File: config.mk
export PLATFORM = sky130hd
export DESIGN_NAME = brb_ctrl
export DESIGN_NICKNAME = d
export VERILOG_FILES = /design/src/rtl/core/brb_pkg.sv /design/src/rtl/core/brb_ctrl.sv
export SDC_FILE = /design/constraint.sdc
export NUM_CORES = 1
export LEC_CHECK = 0
export BUFFER_PORTS_ARGS = -buffer_cell sky130_fd_sc_hd__buf_2
export CAP_MARGIN = 20
export CORE_MARGIN = 2
export CORE_UTILIZATION = 25
export DETAILED_ROUTE_END_ITERATION = 7
export PLACE_DENSITY = 0.4
export SLEW_MARGIN = 25
export SYNTH_ARGS = -nofsm -noshare
export SYNTH_HDL_FRONTEND = slang
export SYNTH_SLANG_ARGS = --single-unit
File: constraint.sdc
create_clock -name clk -period 9.7 [get_ports clk]
set_input_delay 1.455 -clock clk [delete_from_list [all_inputs] [get_ports clk]]
set_output_delay 1.455 -clock clk [all_outputs]
set_load 0.005 [all_outputs]
File: src/rtl/core/brb_pkg.sv
// ----------------------------------------------------------------------------
// brb_pkg
// Types and constants shared by the byte ring buffer FIFO modules.
// ----------------------------------------------------------------------------
package brb_pkg;

  localparam int DATA_W = 8;
  localparam int LEN_W  = 11;
  localparam int IDX_W  = 10;
  localparam int CNT_W  = 16;

  localparam logic [LEN_W-1:0] SIZE_RESET = 11'd1024;

  typedef enum logic [1:0] {
    OP_WRITE   = 2'd0,
    OP_PEEK    = 2'd1,
    OP_ADVANCE = 2'd2,
    OP_CLEAR   = 2'd3
  } op_t;

  typedef struct packed {
    op_t               op;
    logic [DATA_W-1:0] data;
    logic [LEN_W-1:0]  burst_len;
    logic [IDX_W-1:0]  elem_index;
  } brb_in_t;

  typedef struct packed {
    logic [DATA_W-1:0] read_data;
    logic              read_valid;
    logic              burst_error;
    logic [LEN_W-1:0]  level;
    logic              empty_res;
    logic [CNT_W-1:0]  error_count;
  } brb_out_t;

  typedef struct packed {
    logic wr_en;
    logic rd_en;
  } mem_req_t;

endpackage

File: src/rtl/core/brb_ctrl.sv
// ----------------------------------------------------------------------------
// brb_ctrl
// Pointer, level, burst and error bookkeeping; issues store accesses.
// ----------------------------------------------------------------------------
module brb_ctrl #(
  parameter int DEPTH = 1024
) (
  input  logic                        clk,
  input  logic                        rst,
  input  logic                        fire,
  input  brb_pkg::brb_in_t            item,
  input  logic                        cfg_fire,
  input  logic [brb_pkg::LEN_W-1:0]   cfg_data,
  output brb_pkg::mem_req_t           req,
  output logic [$clog2(DEPTH)-1:0]    wr_addr,
  output logic [7:0]                  wr_data,
  output logic [$clog2(DEPTH)-1:0]    rd_addr,
  output brb_pkg::brb_out_t           status
);

  import brb_pkg::*;

  localparam int AW = $clog2(DEPTH);
  localparam int EW = ((AW > LEN_W) ? AW : LEN_W) + 1;
  localparam logic [16:0] DEPTH_V = 17'(DEPTH);

  logic [LEN_W-1:0] fifo_size;
  logic [AW-1:0]    read_pointer,   read_pointer_next;
  logic [AW-1:0]    write_pointer,  write_pointer_next;
  logic [LEN_W-1:0] fill_level,     fill_level_next;
  logic [CNT_W-1:0] rejected_total, rejected_total_next;
  logic             burst_accepted, burst_accepted_next;
  logic             burst_rejected, burst_rejected_next;
  logic [LEN_W-1:0] latched_len,    latched_len_next;

  logic [LEN_W-1:0] size_eff;

  function automatic logic [AW-1:0] wrap_add(input logic [AW-1:0] base,
                                             input logic [LEN_W-1:0] off,
                                             input logic [LEN_W-1:0] size);
    logic [EW-1:0] s;
    s = EW'(base) + EW'(off);
    if (s >= EW'(size)) begin
      s = s - EW'(size);
    end
    return s[AW-1:0];
  endfunction

  always_comb begin
    if (fifo_size == '0) begin
      size_eff = 11'd1;
    end else if (17'(fifo_size) > DEPTH_V) begin
      size_eff = LEN_W'(DEPTH);
    end else begin
      size_eff = fifo_size;
    end
  end

  always_comb begin
    logic [LEN_W-1:0] idx;
    logic [LEN_W:0]   room;
    read_pointer_next   = read_pointer;
    write_pointer_next  = write_pointer;
    fill_level_next     = fill_level;
    rejected_total_next = rejected_total;
    burst_accepted_next = burst_accepted;
    burst_rejected_next = burst_rejected;
    latched_len_next    = latched_len;
    req                 = '0;
    wr_addr             = wrap_add(write_pointer, LEN_W'(item.elem_index), size_eff);
    wr_data             = item.data;
    rd_addr             = wrap_add(read_pointer, LEN_W'(item.elem_index), size_eff);
    status              = '0;
    idx                 = LEN_W'(item.elem_index);
    room                = (LEN_W+1)'(item.burst_len) + (LEN_W+1)'(fill_level);

    unique case (item.op)
      OP_WRITE: begin
        if (idx == '0) begin
          latched_len_next = item.burst_len;
          if (item.burst_len == '0 || room > (LEN_W+1)'(size_eff)) begin
            rejected_total_next = rejected_total + 1'b1;
            burst_accepted_next = 1'b0;
            burst_rejected_next = 1'b1;
            status.burst_error  = 1'b1;
          end else begin
            burst_accepted_next = 1'b1;
            burst_rejected_next = 1'b0;
          end
        end else if (burst_rejected && idx < latched_len) begin
          status.burst_error = 1'b1;
        end
        if (burst_accepted_next && idx < latched_len_next) begin
          req.wr_en = fire;
          if (idx + 1'b1 == latched_len_next) begin
            write_pointer_next  = wrap_add(write_pointer, latched_len_next, size_eff);
            fill_level_next     = fill_level + latched_len_next;
            burst_accepted_next = 1'b0;
          end
        end
        if (burst_rejected_next && idx + 1'b1 >= latched_len_next) begin
          burst_rejected_next = 1'b0;
        end
      end
      OP_PEEK: begin
        if (item.burst_len == '0 || item.burst_len > fill_level) begin
          status.burst_error = 1'b1;
          if (idx == '0) begin
            rejected_total_next = rejected_total + 1'b1;
          end
        end else if (idx < item.burst_len) begin
          status.read_valid = 1'b1;
          req.rd_en         = fire;
        end
      end
      OP_ADVANCE: begin
        if (item.burst_len <= fill_level) begin
          read_pointer_next = wrap_add(read_pointer, item.burst_len, size_eff);
          fill_level_next   = fill_level - item.burst_len;
        end
      end
      OP_CLEAR: begin
        read_pointer_next   = '0;
        write_pointer_next  = '0;
        fill_level_next     = '0;
        rejected_total_next = '0;
        burst_accepted_next = 1'b0;
        burst_rejected_next = 1'b0;
        latched_len_next    = '0;
      end
      default: begin
      end
    endcase

    status.level       = fill_level_next;
    status.empty_res   = (read_pointer_next == write_pointer_next) && (fill_level_next == '0);
    status.error_count = rejected_total_next;
  end

  always_ff @(posedge clk) begin
    if (rst) begin
      fifo_size      <= SIZE_RESET;
      read_pointer   <= '0;
      write_pointer  <= '0;
      fill_level     <= '0;
      rejected_total <= '0;
      burst_accepted <= 1'b0;
      burst_rejected <= 1'b0;
      latched_len    <= '0;
    end else if (cfg_fire) begin
      fifo_size      <= cfg_data;
      read_pointer   <= '0;
      write_pointer  <= '0;
      fill_level     <= '0;
      rejected_total <= '0;
      burst_accepted <= 1'b0;
      burst_rejected <= 1'b0;
      latched_len    <= '0;
    end else if (fire) begin
      read_pointer   <= read_pointer_next;
      write_pointer  <= write_pointer_next;
      fill_level     <= fill_level_next;
      rejected_total <= rejected_total_next;
      burst_accepted <= burst_accepted_next;
      burst_rejected <= burst_rejected_next;
      latched_len    <= latched_len_next;
    end
  end

endmodule

After elaboration in Yosys (flattened, before gate mapping). Cells that the tools add are included.

Register bits after elaboration: 71. Bits of input ports: 46. Output and inout bits: 68.

Add/subtract/negate cells: 13. $lt $le $gt $ge: 12. Equality and inequality tests: 5. Multiplexer cells: 46. Reduce and logical (&&, ||, !) cells: 14.

Operators with widths (number): $mux 11 (7); $mux 10 (7); $mux 16 (4); $pmux 16 s3 (1); $pmux 10 s2 (2); $sub 10x10->10 (4); $ge 11x11->1 (3); $logic_not 11->1 (3); $lt 10x11->1 (3); $pmux 11 s3 (1); $add 10x11->12 (2); $ge 12x11->1 (2); $add 10x10->11 (2); $pmux 11 s2 (1); $mux 1 (20); $add 16x1->16 const B (1); $add 11x11->12 (1); $gt 12x11->1 (1); $add 10x1->11 const B (1); $add 11x11->11 (1); $eq 11x11->1 (1); $gt 11x11->1 (1); $gt 11x11->1 const B (1); $le 11x11->1 (1); 12 further kinds (19).

Logic depth before layout (Yosys ltp).
Depth in word-level cells: 13. Gate-level depth with buffers: 28. Gate-level depth less buffers: 26.

Worst setup path after synthesis. OpenSTA, ideal clock, no wires.

Path kind: input to output. From: input port item[0] (netlist bit). To: output port status[16] (netlist bit). Arrival: 6.440 ns. Data required time: 8.245 ns. Slack: 1.805 ns. Stages on the path: 25. Path through: inv_1 > ha_1 > nor3b_1 > nand3_1 > clkbuf_1 > a21oi_1 > inv_1 > fa_1 > a21oi_1 > nor2b_1 > o31a_1 > o41ai_1 > o21bai_1 > a21oi_1 > xnor2_1 > ha_1 > o41ai_1 > o21ai_1 > a311o_1 > buf_6 > mux2_2 > a22oi_1 > xor2_1 > nor4_1 > nor4bb_1.

RTL lines: from (decl) (RTL line brb_ctrl.sv:11) `input brb_pkg::brb_in_t item,`; to (decl) (RTL line brb_ctrl.sv:18) `output brb_pkg::brb_out_t status`.

==> impl_metrics.csv <==
group,metric,value,unit
place,hpwl,32.6,mm
synthesis,synth_top_area_cell,"ha_1",
clock_tree,cts_setup_buffers,0,
sta,hold_violations,0,
critical_path,critPathMaxFanout,21,
synthesis,synth_ff_type,"dfxtp_1",
global_routing,grt_use_total,17.7,%
clock_tree,cts_resized,0,
pwr,p_per_area,87.6,nW/um^2
clock_tree,clk_latency,0.36,ns
run_status,outcome,"finished clean",
routing,dr.max_layer_used,"met4",
floorplanning,start_util,25.4,%
synthesis,ys_async_sr_fraction,0,%
run,maxCapViolCount,0,
routing,drt-total-wl,39.6,mm
critical_path,crit_end,"status[16]",
sta,setup_viol,0,
routing,drc,0,
synthesis,postSynthAreaPerCell,7.68,sq um
clock_tree,clockBufferDepth,2,
critical_path,crit_required,8.25,ns
routing,dr_wl_met3,1.61,mm
critical_path,r2r-start,"fill_level[1]",
floorplanning,ios,114,
sta,skew,0.00995,ns
pwr,ir_worst_vdd,0.0538,mV
synthesis,synth_edf_count,0,
critical_path,arrival,7.46,ns
routing,viasPerCell,5.13,
sta,finalSetupTns,0,ns
sta,drv_slew,0,
layout,final_layout_size_suffix_gt1_share,12.0,%
sta,finalCritPeriodShare,91.9,%
floorplanning,die_area,44300,sq um
synthesis,yosysMostFrequentCell,"ha_1",
floorplanning,dieHeight,211,microns
global_routing,grt_overflow,0,
clock_tree,clkTransAtPathRegs,0.06,ns
layout,layout.cells.non_filler,1998,
routing,met2_length,17.7,mm
sta,worst_slew_pin_slew,0.960,ns
place,io_buffers,89,
routing,drtIter0Drc,663,
synthesis,yosys_register_bits,71,
global_routing,grt_pass1_vias,9631,
layout,fillers,4588,
routing,drtAntennaViolNets,0,
hold_path,min_path_type,"reg -> reg",
sta,post-route-min-period,8.92,ns
sta,rsz0062_at_grt,"no",
synthesis,synth_area,10700,sq um
layout,final_nets,1684,
pwr,power,1.05,mW
synthesis,yosysWarnings,0,
synthesis,synth_seq_area_share,13.3,%
pwr,p_leak,5.51,nW
routing,vias,10200,
floorplanning,core_area,42000,sq um
critical_path,startpoint_type,"input port",
sta,clock.fmax,112,MHz
place,place_congestion,0.907,
layout,postLayoutCoreUtil,28.4,%
clock_tree,cts_root_buf,"clkbuf_16",
clock_tree,htreeDepth,3,
sta,relSlewSlack,35.6,%
critical_path,cp_slowest_cell,"a311o_1",
critical_path,reg2reg_depth,20,
clock_tree,cts_tree,"yes",
critical_path,crit_path_end_kind,"primary output",
floorplanning,core.rowCount,75,
clock_tree,cts_buffers,9,
critical_path,r2r_slack,4.20,ns
critical_path,r2r-end,"rejected_total[15]",
synthesis,ys_top_cells_by_count,"174 x ha_1, 167 x nor2_1, 94 x a21oi_1",
global_routing,grt_pass1_wl,59.0,mm
synthesis,synth.area.top_cells,"ha_1 20%, dfxtp_1 13%, nor2_1 5.9%, xnor2_1 5.8%, a21oi_1 4.4%",
synthesis,postSynthCellCount,1389,
critical_path,cpPeakStageDelay,0.51,ns
floorplanning,die_x,211,microns
routing,first_pass_iters,5,
synthesis,yosysTopAreaCellShare,20.4,%
routing,wl_per_cell,19.8,microns
global_routing,grt_max_degree,50,
critical_path,startpoint,"item[0]",
place,dp.cells,1981,
clock_tree,cts_sinks,71,
critical_path,criticalPathCategory,"in -> out",
synthesis,ys_types,78,
layout,areaGrowthSynthToFinish,11.8,%
clock_tree,cts_hold_buf,0,
sta,holdWs,0.517,ns
global_routing,antenna_found_initial,0,
routing,wl_met1,19.6,mm
[area by class of cell]
cell class	count	area, sq um	share of cell area (%)
Antenna cell	1	2.50	0.0210
Clock buffer	9	225	1.89
Clock inverter	7	72.6	0.609
Inverter	91	342	2.86
Multi-Input combinational cell	1175	8620	72.3
Sequential cell	71	1420	11.9
Tap cell	539	674	5.66
Timing Repair Buffer	105	566	4.74
[power by group]
part | internal (mW) | switching (mW) | total, mW
registers | 0.298 | 0.00936 | 0.308
logic | 0.157 | 0.230 | 0.386
clock network | 0.200 | 0.151 | 0.351
total | 0.655 | 0.390 | 1.05
[flip-flops by register name (all words and copies together) (netlist names)]
name	cells
burst_rejected	1
burst_accepted	1
read_pointer	10
latched_len	11
rejected_total	16
write_pointer	10
fill_level	11
fifo_size	11
[cells in the final DEF, fill, tap and decap left out, types with 20 or more instances in the layout]
cell	count
inv_1	89
buf_2	89
mux2i_1	25
a21oi_1	94
ha_1	174
nand3_1	21
xor2_1	25
dfxtp_1	71
a211oi_1	20
nand2_1	84
o21ai_0	74
nand2b_1	24
mux2_2	27
nor3_1	37
nor2b_1	22
nor2_1	167
a22oi_1	30
xnor2_1	71
a21o_1	28
[kinds of logic after synthesis]
| kind of cell | synth area share [%] |
|---|---|
| and+or+nand+nor | 20.6 |
| other | 0.0351 |
| DFF | 13.3 |
| AOI/OAI and AO/OA | 23.8 |
| muxes | 5.83 |
| buffers and inverters | 6.12 |
| adders and majority gates | 22.5 |
| xor gates and xnor gates | 7.88 |
[per-stage QoR]
step | area (sq um) | setup slack [ns]
detailed placement | 11600 | 0.746
global route | 11900 | 0.125
global placement | 11600 | 0.933
CTS | 11900 | 0.705
floorplan | 10700 | 1.81
finish | 11900 | 0.782
[routing by layer]
layer | vias to the layer above | global-route usage [%]
met5 | - | 0
met4 | 0 | 4.76
met3 | 31 | 2.40
met2 | 217 | 28.2
met1 | 4838 | 25.0
li1 | 5154 | -
[worst min-delay path by stage]
stage | from | end | slack [ns] | cells after the start
2_1_floorplan | burst_rejected | burst_rejected | 0.45 | 2
6_report | burst_rejected | burst_rejected | 0.52 | 2
3_3_place_gp | burst_rejected | burst_rejected | 0.50 | 2
3_5_place_dp | rejected_total[0] | rejected_total[0] | 0.51 | 2
4_1_cts | burst_rejected | burst_rejected | 0.52 | 2
5_1_grt | rejected_total[4] | rejected_total[4] | 0.54 | 2
[critical path, delay by kind of cell]
family / cells / cell delay, ns
AOI/OAI and AO/OA: 8 / 2.00
xor gates and xnor gates: 2 / 0.29
adders and majority gates: 3 / 0.97
buffers and inverters: 5 / 0.85
muxes: 1 / 0.42
and+or+nand+nor: 7 / 1.49
Power figures use the tool's default switching activity.
